--- src/rtl/bfa_clear.sv ---
// Post-reset clearing sequencer that sweeps every row of the byte banks.
`default_nettype none

module bfa_clear #(
    parameter int ROWS  = 128,
    parameter int ROW_W = 7
) (
    input  wire logic             clk,
    input  wire logic             rst_n,
    output logic                  active,
    output logic      [ROW_W-1:0] row
);

    logic             active_reg, active_next;
    logic [ROW_W-1:0] row_reg, row_next;

    // Advance one row per cycle until the last row is written
    always_comb
    begin
        active_next = active_reg;
        row_next    = row_reg;
        if (active_reg)
        begin
            if (row_reg == ROW_W'(ROWS - 1))
            begin
                active_next = 1'b0;
            end
            else
            begin
                row_next = row_reg + ROW_W'(1);
            end
        end
    end

    always_ff @(posedge clk or negedge rst_n)
    begin
        if (!rst_n)
        begin
            active_reg <= 1'b1;
            row_reg    <= '0;
        end
        else
        begin
            active_reg <= active_next;
            row_reg    <= row_next;
        end
    end

    assign active = active_reg;
    assign row    = row_reg;

endmodule

`default_nettype wire

--- config.mk ---
export PLATFORM = sky130hd
export DESIGN_NAME = bfa_clear
export DESIGN_NICKNAME = d
export VERILOG_FILES = /design/src/rtl/bfa_clear.sv
export SDC_FILE = /design/constraint.sdc
export NUM_CORES = 1
export LEC_CHECK = 0
export BUFFER_PORTS_ARGS = -buffer_cell sky130_fd_sc_hd__buf_2
export CAP_MARGIN = 25
export CORE_AREA = 3 3 40 42
export CTS_BUF_LIST = sky130_fd_sc_hd__clkbuf_4 sky130_fd_sc_hd__clkbuf_8
export DETAILED_ROUTE_END_ITERATION = 10
export DIE_AREA = 0 0 43 45
export PLACE_DENSITY = 0.48
export SLEW_MARGIN = 20
export SYNTH_ARGS = -nofsm -noshare
export SYNTH_HDL_FRONTEND = slang
export SYNTH_SLANG_ARGS = --single-unit
export TNS_END_PERCENT = 50
--- constraint.sdc ---
create_clock -name clk -period 1.5 [get_ports clk]
set_input_delay 0.3 -clock clk [delete_from_list [all_inputs] [get_ports clk]]
set_output_delay 0.3 -clock clk [all_outputs]
set_load 0.05 [all_outputs]
After elaboration in Yosys (flattened, before gate mapping). Index checks and enable logic that the tools add are counted. Widths: inputs -> output; s select.

$add $sub $neg: 1. Multipliers: 0. Div/mod/pow operators: 0. $lt $le $gt $ge: 0. Eq/ne operators: 1. Shift operators: 0. Muxes and demuxes: 2. Bitwise gates (word level): 1. Reduce and logical (&&, ||, !) cells: 1.

Operators by type and width (number): $add 7x1->7 const B (1); $eq 7x7->1 const B (1); $mux 1 (2); $reduce_and 2->1 (1); $not 1->1 (1).

Flip-flop bits (word level): 8. Latch bits: 0. RAM bits: 0. ROM bits: 0. Input port bits: 2. Memories: 0.

Logic depth before layout (Yosys ltp).
Word-level depth: 3. Mapped depth: 4. Mapped depth without buffers: 4.

Least setup slack after synthesis. OpenSTA, ideal clock, no wires.

Path type: flip-flop to flip-flop. From: reg row_reg[0] (netlist: row[0]). To: reg row_reg[1] (netlist: row[1]). Library setup time: 125 ps. Arrival: 1623 ps. Path slack: -248 ps. Stages on the path, launching flop included: 5. Buffers on the path: 0. Period minus slack after synthesis: 1748 ps. Path through: dfrtp_1 -> ha_1 -> nand4_4 -> o21ai_4 -> mux2_4.

Longest elaborated chain between the ends: 3.

RTL lines: start: declaration (line 15) `logic [ROW_W-1:0] row_reg, row_next;`; start signal: assignment (line 45) `row_reg <= row_next;`; branches (longest 3 deep; another with $add 7x1->7).

Several ways; the timed one is not identified. A chain may end at the register's enable or synchronous reset.

Final worst setup path.
From: reg active_reg (netlist: active). To: out active.

RTL lines: start: declaration (line 14) `logic active_reg, active_next;`; start signal: assignment (line 44) `active_reg <= active_next;`; end: declaration (line 10) `output logic active,`.

No word-level cell between the ends.

==> key figures <==
Critical path
  • Req. time, crit path: 1.20 ns
  • Delay-heaviest family, CP: flip-flops
  • CP bufs+invs: 1
  • Highest net fanout along the worst path: 6
  • CP startpoint kind: flip-flop
  • Setup Crit Path Kind: reg -> out
  • Crit path largest cell delay: about 0.59 ns
  • CP endpoint kind: output port
  • Worst path cell trace: buf_2
  • Crit path DAT: between 1 and 1.5 ns
  • CP max stage cell: dfstp_2

Final layout
  • Fin nets: 47
  • Utilization after layout: 0.392
  • Post-Layout Inst Area: 504 sq um
  • Area Growth Syn to Fin: 32.6%
  • Diode count: 0
  • Fraction of layout cells with a size suffix above 1: 0.581
  • Final non-filler cell total: 58
  • Max reg flops: 7

Power and ir drop
  • Peak VDD IR: approximately 0.36 mV
  • Leakage: 0.262 nW
  • Power density over cell area: 821 mW/mm^2

Drt
  • Drt via density: between 4 and 5
  • Drt first pass iters: 2
  • DRC errors left: 0
  • Via count: ~280
  • Routed WL: between 600 and 700 um
  • Per-cell routed wire length: around 12 um
  • Violation count after the first detailed-route iteration: 1
  • ANT nets after route: 0

Die
  • Die width: between 40 and 50 um
  • Core footprint: between 0.001 and 0.0015 sq mm
  • Die area: ~0.0019 sq mm
  • Initial Util: 0.296
  • # IOs: 10
  • Row cnt: 13
  • Die Y: around 45 um

Placement
  • Placed Area: about 460 sq um
  • RePlAce Congestion: 0.702
  • HPWL after DPL: between 500 and 600 um
  • Placed insts: 53
  • IO buf count: 9

Clock network
  • TritonCTS buffer count: 3
  • Worst-Skew Late Latency: 0.25 ns
  • Worst-path clk slew: 0.06 ns
  • Clk root buf: clkbuf_4
  • TritonCTS clock tree: yes
  • Clk sinks: 8
  • Longest Clk Path Bufs: 2
  • CTS H-tree lvls: 1

STA
  • Max Clock Freq: around 710 MHz
  • Clock Skews: roughly 0.0058 ns
  • Fin. Hold Viols: 0
  • Minimum clock period: around 1.4 ns
  • # setup viols final: 0
  • Max Transition Viols Final: 0
  • Period utilisation layout: 0.945
  • Worst slew margin relative to its limit: 0.832
  • Post-route setup TNS: 0 ns
  • Slew at the pin closest to its max-slew limit: between 0.2 and 0.3 ns
  • Unrepaired setup endpoints after global routing: false
  • Worst hold slack: 0.411 ns

Flow run
  • Max_cap viols: 0

Global routing
  • Total global-route track usage: 0.0840
  • Vias in the first global route: 280
  • Wire length of the first global-routing pass: roughly 1.2 mm
  • Initial antenna violation count: 0
  • Total gr overflow: 0
  • Largest net degree at the start of global routing: 9

Synth
  • Syn. warnings: 0
  • Synth Net Count: 32
  • Post-synthesis cell area: roughly 380 sq um
  • Yosys top cell area share: 0.461
  • Cell variety after synth: 19
  • Number of synthesized register bits: 8
  • Largest area contributor in the netlist: dfrtp_1
  • Mapped Cells: 29
  • Synth top area cells: dfrtp_1, dfstp_2, nand4_4
  • Mean Syn Cell Area: between 10 and 15 sq um
  • Sequential-to-total area share from yosys stat: 0.530

Min path
  • Min-delay worst type: in -> async

Run status
  • Status: finished clean
-- metal layers --
metal	part of all wire	up-vias	global-route usage
li1	-	140	-
met1	0.51	134	0.114
met3	0.075	0	0.0279
met5	0	-	0
met2	0.41	8	0.114
met4	0	0	0.0542
-- timing repair --
item                      in CTS  in global routing
hold buffers                   1                  0
gates resized for setup        0                  0
buffers inserted               0                  0
hold endpoints to repair       7                  0
-- Yosys cell counts --
cell	n
dfrtp_1	7
a21oi_1	3
and4_1	2
xnor2_1	2
a31o_2	1
and2_1	1
and3_1	1
dfstp_2	1
ha_1	1
inv_1	1
mux2_4	1
nand2_1	1
nand4_1	1
nand4_4	1
nor2_1	1
o211a_1	1
o211ai_1	1
o21a_1	1
o21ai_4	1
-- metrics by stage --
step / total power, mW / setup WS, ns
2_1_floorplan: 0.220 / 0.00278
3_3_place_gp: 0.225 / 0.163
3_5_place_dp: 0.225 / 0.163
4_1_cts: 0.426 / 0.0671
5_1_grt: 0.440 / 0.0421
6_report: 0.414 / 0.0830
-- layout by cell type, fill, tap and decap left out, types with 2 or more instances in the layout --
| master | n |
|---|---|
| clkbuf_4 | 4 |
| buf_2 | 9 |
| a21oi_1 | 3 |
| and4_1 | 2 |
| dfrtp_2 | 6 |
| xnor2_1 | 2 |
-- final timing paths --
| kind | cells after the start | end | slack, ns | startpoint |
|---|---|---|---|---|
| setup / recovery | 1 | active | 0.08 | active |
| hold / removal | 2 | row[6] | 0.41 | rst_n |
| setup reg to reg | 4 | row[1] | 0.16 | row[0] |
| hold reg to reg | 1 | row[2] | 0.52 | row[2] |
| max in group asynchronous | 2 | active | 0.85 | rst_n |
| min in group clk | 1 | row[2] | 0.52 | row[2] |
-- layout make-up --
| cell class | count | area [sq um] |
|---|---|---|
| clock buffers | 4 | 30.0 |
| fillers | 128 | 781 |
| inverters | 1 | 3.75 |
| multi-input cells | 20 | 188 |
| flip-flops and latches | 8 | 209 |
| well taps | 15 | 18.8 |
| repair buffers | 10 | 55.1 |
-- power breakdown --
part	internal [mW]	total [mW]	switching, mW	leakage, nW
logic	0.00265	0.00677	0.00411	0.145
registers	0.216	0.216	0	0.0981
clock network	0.120	0.191	0.0717	0.0184
-- cell families after synthesis --
logic type	share of synthesized area
multiplexers	0.0395
AO/OA/AOI/OAI	0.171
AND/OR/NAND/NOR	0.171
XOR/XNOR	0.0461
flip-flops	0.530
adder cells (fa/ha/maj)	0.0329
buffers and inverters	0.00986
Note: power is estimated with default switching activity, not from simulation.
