**src/rtl/bfa_ram.sv**
```systemverilog
// Generic single-port-write, single-port-read RAM with registered read data.
`default_nettype none

module bfa_ram #(
    parameter int WIDTH = 8,
    parameter int DEPTH = 128,
    parameter int AW    = (DEPTH > 1) ? $clog2(DEPTH) : 1
) (
    input  wire logic             clk,
    input  wire logic             we,
    input  wire logic [AW-1:0]    waddr,
    input  wire logic [WIDTH-1:0] wdata,
    input  wire logic             re,
    input  wire logic [AW-1:0]    raddr,
    output logic      [WIDTH-1:0] rdata
);

    logic [WIDTH-1:0] mem [DEPTH];

    // Write port
    always_ff @(posedge clk)
    begin
        if (we)
        begin
            mem[waddr] <= wdata;
        end
    end

    // Registered read port, holds when not enabled
    always_ff @(posedge clk)
    begin
        if (re)
        begin
            rdata <= mem[raddr];
        end
    end

endmodule

`default_nettype wire

```
**config.mk**
```make
export PLATFORM = sky130hd
export DESIGN_NAME = bfa_ram
export DESIGN_NICKNAME = d
export VERILOG_FILES = /design/src/rtl/bfa_ram.sv
export SDC_FILE = /design/constraint.sdc
export NUM_CORES = 1
export LEC_CHECK = 0
export BUFFER_PORTS_ARGS = -buffer_cell sky130_fd_sc_hd__buf_2
export CORE_ASPECT_RATIO = 0.8
export CORE_UTILIZATION = 63
export CTS_CLUSTER_SIZE = 25
export DETAILED_ROUTE_END_ITERATION = 10
export GPL_ROUTABILITY_DRIVEN = 0
export GPL_TIMING_DRIVEN = 0
export PLACE_DENSITY = 0.88
export SLEW_MARGIN = 20
export SYNTH_ARGS = -nofsm -noshare
export SYNTH_HDL_FRONTEND = slang
export SYNTH_SLANG_ARGS = --single-unit
```
**constraint.sdc**
```tcl
create_clock -name clk -period 3.3 [get_ports clk]
set_input_delay 0.165 -clock clk [delete_from_list [all_inputs] [get_ports clk]]
set_output_delay 0.165 -clock clk [all_outputs]
set_load 0.02 [all_outputs]
```
== Word-level counts from Yosys, hierarchy flattened ==
Memories as Yosys holds them, arrays and structs flattened. A register that Yosys moved wholly into a read port is not among the register bits.
Index checks and enable logic that the tools add are counted.

* Flip-flop bits (word level): 0
* RAM bits: 1024
* Bits of input ports: 25
* Output and inout port bits: 8
* Word-level logic and storage cells: 3
* Memories: 1

* Mux-type cells: 2

{| class="wikitable"
|+ Memory list
! name !! words !! width !! read ports !! clocked after memory_dff !! wr ports !! RTL line !! text
|-
| mem || 128 || 8 || 1 || 1 || 1 || 18 || <nowiki>logic [WIDTH-1:0] mem [DEPTH];</nowiki>
|}

{| class="wikitable"
|+ Operators by type and width
! kind !! number
|-
| 2-to-1 mux 1 bit || 2
|}

== Depth between registers and ports, before layout ==
Gate-level depths: netlist of the first run.

* Depth in word-level cells: 2
* Depth in mapped cells: 7
* Depth with buffers taken out: 4

== Worst setup path after synthesis of the first run ==
No wires, ideal clock.

* Kind: input-to-reg
* From: input port raddr[0]
* To: register rdata[0], read port of mem, data pin
* Library setup time: 260 ps
* Data arrival time: 2549 ps
* Data required time: 3040 ps
* Slack: 492 ps
* Stages: 6
* Buffers on the path: 2
* Cell sequence: clkbuf_1 > buf_1 > mux4_2 > mux4_2 > mux4_2 > mux2_2

{| class="wikitable"
|+ RTL lines
! item !! RTL line !! text
|-
| start, declared || 14 || <nowiki>input wire logic [AW-1:0] raddr,</nowiki>
|-
| end, declared || 15 || <nowiki>output logic [WIDTH-1:0] rdata</nowiki>
|}

==> results of run 1 <==
[flip-flops by register name (all words and copies together) (netlist names)]
signal and flops:
mem 1024, rdata 8
[stage by stage]
step | util | instances
6_report | 0.716 | 2678
5_1_grt | 0.715 | 2667
4_1_cts | 0.715 | 2663
3_5_place_dp | 0.668 | 2494
3_3_place_gp | 0.662 | 2486
2_1_floorplan | - | 1635
[critical path: stages]
cell and delay [ps]:
clkbuf_1 720, clkbuf_1 1010, mux4_2 430, mux4_2 620
mux4_2 580, mux2_2 340
[cell families after synthesis]
logic type / share of synthesized area
flops: 0.780
mux: 0.193
simple gates: 0.0175
buf+inv: 0.0101
[cell usage after synthesis]
master,instances
nand2b_1,2
buf_4,11
nand4_1,3
nor2b_1,7
mux2_2,8
clkbuf_1,44
buf_1,18
or3_1,1
nor3_1,9
buf_2,15
nand2_1,14
nand3_1,12
edfxtp_1,1032
nor2_1,122
mux4_2,336
buf_6,1
[area by class of cell]
type                    count  share of cell area
repair buffers             37              0.0101
clock buffers             106              0.0514
diodes                     15            0.000850
well taps                 830              0.0235
multi-input cells         514               0.190
flip-flops and latches   1032               0.701
clock inverters            55              0.0131
plain buffers              89             0.00949
[metal layers]
| metal | wire [um] | GRT usage |
|---|---|---|
| met5 | 273 | 0.0117 |
| met4 | 8460 | 0.214 |
| met3 | 17900 | 0.150 |
| met1 | 36100 | 0.470 |
| met2 | 55800 | 0.593 |
[repair_timing]
item                                   CTS  global route
endpoints found under the hold margin  301             0
setup endpoints to repair                1             8
resized for setup                        1             2
hold buffers                             8             0
[layout by cell type (no fill, tap or decap), drive strengths merged, types with 7 or more instances in the layout]
| cell | count |
|---|---|
| buf | 72 |
| bufinv | 10 |
| clkbuf | 152 |
| clkinv | 31 |
| diode | 15 |
| dlygate4sd3 | 8 |
| edfxtp | 1032 |
| inv | 9 |
| mux2 | 8 |
| mux4 | 336 |
| nand2 | 14 |
| nand3 | 12 |
| nor2 | 122 |
| nor2b | 7 |
| nor3 | 9 |
[power groups by stage]
stage | logic, W | registers [W] | clock network [W]
after detailed placement | 0.00144 | 0.0148 | 0
after floorplan | 0.000732 | 0.0148 | 0
after CTS | 0.00150 | 0.0145 | 0.0106
final | 0.00159 | 0.0145 | 0.0108
after global placement | 0.00131 | 0.0148 | 0
after global routing | 0.00157 | 0.0145 | 0.0111
[worst max path at each step]
stage | cells past startpoint | slack (ps) | endpoint | from
2_1_floorplan | 6 | 490 | rdata[0]$_DFFE_PP_ | raddr[0]
3_3_place_gp | 5 | -440 | rdata[3]$_DFFE_PP_ | raddr[1]
3_5_place_dp | 6 | -470 | rdata[3]$_DFFE_PP_ | raddr[2]
4_1_cts | 6 | 20 | rdata[4]$_DFFE_PP_ | raddr[2]
5_1_grt | 6 | 5 | rdata[3]$_DFFE_PP_ | raddr[2]
6_report | 6 | -190 | rdata[3]$_DFFE_PP_ | raddr[2]
==> flow_summary.yaml, run 1 <==
sta:
  max_freq_mhz: 287
  rsz0062_at_grt: "false"
  maxSlewHeadroom: 0.138
  finClkSkew_ps: 22.8
  hold_violations: 0
  slew_violations: 0
  min_period_over_period: 1.06
  finalSetupTns_ps: -701
  timing.final.crit_period_ps: 3490
  setup_viol_count_final: 7
  whs_ps: 172
  finalWorstSetupSlack_ps: -188
  worst_pin_slew_ps: 1290
power_and_ir_drop:
  switching_share: 0.226
  intPower_w: 0.0208
  power_frac_comb: 0.059
  seq_power_share: 0.540
  clkPwrFrac: 0.401
  vdd_drop_max_uv: 865
  finalPower_w: 0.0268
  p_sw_w: 0.00605
  power.leakage_nw: 13.4
  power_density_nw_per_um2: 608
yosys:
  ys_types: 16
  syn_area_um2: 39700
  yosys_warnings: 0
  ys_ff_latch: 1032
  synth_seq_area_share: 0.780
  yosys-top-cells-area: "edfxtp_1 (78%), mux4_2 (19%), nor2_1 (1.2%)"
  synth_area_leader_cell: "edfxtp_1"
  avgSynthCellArea_um2: 24.3
  syn-num-nets: 1660
  yosysTopAreaCellShare: 0.780
  synthCells: 1635
finish:
  seq_area_um2: 31000
  syn2layout_area_growth_pct: 11.2
  fillers: 3106
  final_area_um2: 44200
  multi_input_area_um2: 8400
  drive_gt1_frac: 0.298
  nets: 1787
worst_setup_path:
  cp-start-kind: "primary input"
  required_ps: 3700
  critPathArrivalTime_ps: 3890
  rr_endpoint: "rdata[3]$_DFFE_PP_"
  worstSetupPathType: "primary input to flop"
  worstRegToRegCells: 4
  r2r_start: "mem[109][3]$_DFFE_PP_"
  ff2ff_setup_slack_ps: 460
  worst-path-max-fanout: 10
  end_kind: "flop"
cts:
  cts.sinks: 1032
  clock_latency_ps: 680
  cts_root_buf: "clkbuf_16"
  htreeDepth: 3
  cts_tree: "done"
  post_cts.repair.setup_buffers: 0
  cts.clk_slew.worst_paths_ps: 80
  cts-buffers-inserted: 88
  cts_max_path_buffers: 3
hold_path:
  holdPathEnd: "rdata[1]$_DFFE_PP_"
  hold_path.startpoint: "raddr[5]"
  hold_class: "primary input to flop"
  worst_hold_path.num_cells: 2
status:
  violations: "negative setup slack"
  status: "finished, violations left"
die:
  initial_utilization: 0.644
  io_pins: 33
  die_h_um: 227
  core_um2: 61700
  die-area_um2: 64100
  rows: 81
  die_w_um: 283
detailed_routing:
  post-route-drc-count: 0
  ant_nets: 0
  dr.pass1.iters: 6
  drt_iter0_markers: 4015
  vias: 20915
  viasPerCell: 7.81
  detail_route.wl_per_cell_um: 44.3
  totalWireLength_mm: 119
global_routing:
  antenna_found_initial: 30
  track_usage: 0.384
  overflow: 0
  grt_first_pass_wirelength_mm: 162
  grt_pass1_vias: 20743
  grt_max_degree: 100
place:
  dpl_worst_slack_ps: -469
  port_buffers: 21
  placed_area_um2: 41200
  hpwl_mm: 67.8
job:
  max_cap_violations: 0
Power figures use the tool's default switching activity.
==> run 2: changes to the inputs <==
==> config.mk (replaced) <==
export PLATFORM = sky130hd
export DESIGN_NAME = bfa_ram
export DESIGN_NICKNAME = d
export VERILOG_FILES = /design/src/rtl/bfa_ram.sv
export SDC_FILE = /design/constraint.sdc
export NUM_CORES = 1
export LEC_CHECK = 0
export BUFFER_PORTS_ARGS = -buffer_cell sky130_fd_sc_hd__buf_4
export CORE_ASPECT_RATIO = 0.8
export CORE_UTILIZATION = 51
export CTS_CLUSTER_SIZE = 25
export DETAILED_ROUTE_END_ITERATION = 10
export GPL_ROUTABILITY_DRIVEN = 0
export GPL_TIMING_DRIVEN = 0
export PLACE_DENSITY = 0.75
export SLEW_MARGIN = 20
export SYNTH_ARGS = -nofsm -noshare
export SYNTH_HDL_FRONTEND = slang
export SYNTH_SLANG_ARGS = --single-unit
==> run 2 against run 1 <==
- the run now ends clean
- clock skew rose by 2.5 ps
- sequential cell count stayed put
- fmax grew 8.6%
- global-route usage is 14 points lower
- worst setup slack better by 280 ps
- cell area is 0.29% higher
- sequential power about the same
- clock-buffer cell count up 3
- clock power about the same
- die area rose by 23%
- total power shrank 0.59%
- sequential share of layout area decreased by 0.20 points
- critical path type unchanged
==> flow_summary.yaml, run 2 (synthesis gave the netlist of run 1 again) <==
finish:
  fillers: 5255
  final_area_um2: 44300
  nets: 1779
  reg_top3: "mem x1024, rdata x8"
  syn2layout_area_growth_pct: 11.5
  final_common_cell: "edfxtp_1"
  seq_area_um2: 31000
  largest_reg_flops: 1024
  multi_input_area_um2: 8400
  drive_gt1_frac: 0.300
  final_cell_mix: "edfxtp_1 (1,032), mux4_2 (336), nor2_1 (121), clkbuf_16 (94), clkbuf_1 (49)"
  top_register: "mem"
die:
  core_um2: 77100
  die-area_um2: 79100
  io_pins: 33
  rows: 91
  die_h_um: 252
  initial_utilization: 0.516
  die_w_um: 314
place:
  dpl_worst_slack_ps: -633
  placed_area_um2: 41300
  hpwl_mm: 59.2
  port_buffers: 21
sta:
  setup_viol_count_final: 0
  worst_pin_slew_ps: 1200
  finClkSkew_ps: 25.2
  finalWorstSetupSlack_ps: 87.2
  rsz0062_at_grt: "false"
  maxSlewHeadroom: 0.202
  max_freq_mhz: 311
  min_period_over_period: 0.974
  timing.final.crit_period_ps: 3210
  hold_violations: 0
  slew_violations: 0
cts:
  cts_root_buf: "clkbuf_16"
  cts-buffers-inserted: 94
  htreeDepth: 3
  cts_tree: "done"
  cts_max_path_buffers: 3
  post_cts.repair.setup_buffers: 0
  cts.sinks: 1032
  clock_latency_ps: 670
  cts.clk_slew.worst_paths_ps: 60
worst_setup_path:
  critPathArrivalTime_ps: 3590
  worst-path-max-fanout: 10
  cp-start-kind: "primary input"
  required_ps: 3680
  worstSetupPathType: "primary input to flop"
  startpoint: "raddr[2]"
  r2r_start: "mem[27][2]$_DFFE_PP_"
  end_kind: "flop"
detailed_routing:
  drt_iter0_markers: 2734
  detail_route.wl_per_cell_um: 32.8
  dr.pass1.iters: 6
  totalWireLength_mm: 93.5
  post-route-drc-count: 0
  vias: 18767
  viasPerCell: 6.57
  ant_nets: 0
power_and_ir_drop:
  clkPwrFrac: 0.403
  intPower_w: 0.0211
  vdd_drop_max_uv: 505
  power.leakage_nw: 13.4
  seq_power_share: 0.544
  p_sw_w: 0.00563
  power_density_nw_per_um2: 602
  power_frac_comb: 0.053
  switching_share: 0.211
global_routing:
  grt_first_pass_wirelength_mm: 134
  grt_pass1_vias: 18549
  overflow: 0
  track_usage: 0.242
  antenna_found_initial: 10
  grt_max_degree: 129
hold_path:
  hold_path.startpoint: "wdata[5]"
  hold_class: "primary input to flop"
job:
  max_cap_violations: 0
status:
  status: "completed"
## run 2: changes by cell type in the layout (fill, tap and decap cells not counted), moves of 3 or more
cell | previous run | this run
dlygate4sd3_1 | 8 | 1
inv_6 | 7 | 3
buf_16 | 7 | 0
buf_4 | 12 | 25
buf_2 | 28 | 15
clkbuf_2 | 14 | 11
clkinv_2 | 9 | 16
clkbuf_16 | 88 | 94
diode_2 | 15 | 4
## run 2: cell type report
cell class	count	share of cell area
sequential	1032	0.699
multi-input combinational	514	0.190
clock buffer	109	0.0544
tap	1023	0.0289
clock inverter	61	0.0134
buffer	89	0.00938
timing repair buffer	23	0.00463
antenna	4	0.000226
## run 2: metal layers
metal	track usage	vias up	wire length, um	part of all wire
li1	-	7274	-	-
met1	0.343	10037	35500	0.38
met2	0.365	1281	43300	0.46
met3	0.0779	165	12200	0.13
met4	0.0663	10	2480	0.027
met5	0	-	62	0.00066
## run 2: critical path, stage by stage
cell and delay (ps):
clkbuf_1 740, clkbuf_1 800, mux4_2 460, mux4_2 600, mux4_2 490, mux2_2 330
## run 2: through the flow
stage | hold WS [ps] | instances | util | TNS [ps] | total power [W]
after floorplan | 264 | 1635 | - | 0 | 0.0155
after global placement | 440 | 2679 | 0.534 | -4470 | 0.0161
after detailed placement | 451 | 2680 | 0.535 | -4940 | 0.0162
after CTS | 117 | 2851 | 0.575 | 0 | 0.0267
after global routing | 109 | 2851 | 0.575 | 0 | 0.0273
final | 51.1 | 2855 | 0.575 | 0 | 0.0267
## run 2: path summary, 6_finish.rpt
check | endpoint | slack [ps] | cells after the start
setup reg to reg | rdata[2]$_DFFE_PP_ | 620 | 4
hold / removal | mem[76][5]$_DFFE_PP_ | 50 | 1
hold reg to reg | rdata[1]$_DFFE_PP_ | 1300 | 4
setup / recovery | rdata[3]$_DFFE_PP_ | 90 | 6
## run 2: power by group through the flow
stage | Clock [W] | Sequential (W) | Combinational (W)
final | 0.0108 | 0.0145 | 0.00142
after global routing | 0.0113 | 0.0145 | 0.00147
after CTS | 0.0108 | 0.0145 | 0.00141
after detailed placement | 0 | 0.0148 | 0.00140
after global placement | 0 | 0.0148 | 0.00135
after floorplan | 0 | 0.0148 | 0.000732
## run 2: what timing repair did
action	in CTS	in global routing
hold endpoints to repair	8	0
hold buffers	1	0
gates resized for setup	0	2
setup endpoints to repair	0	1
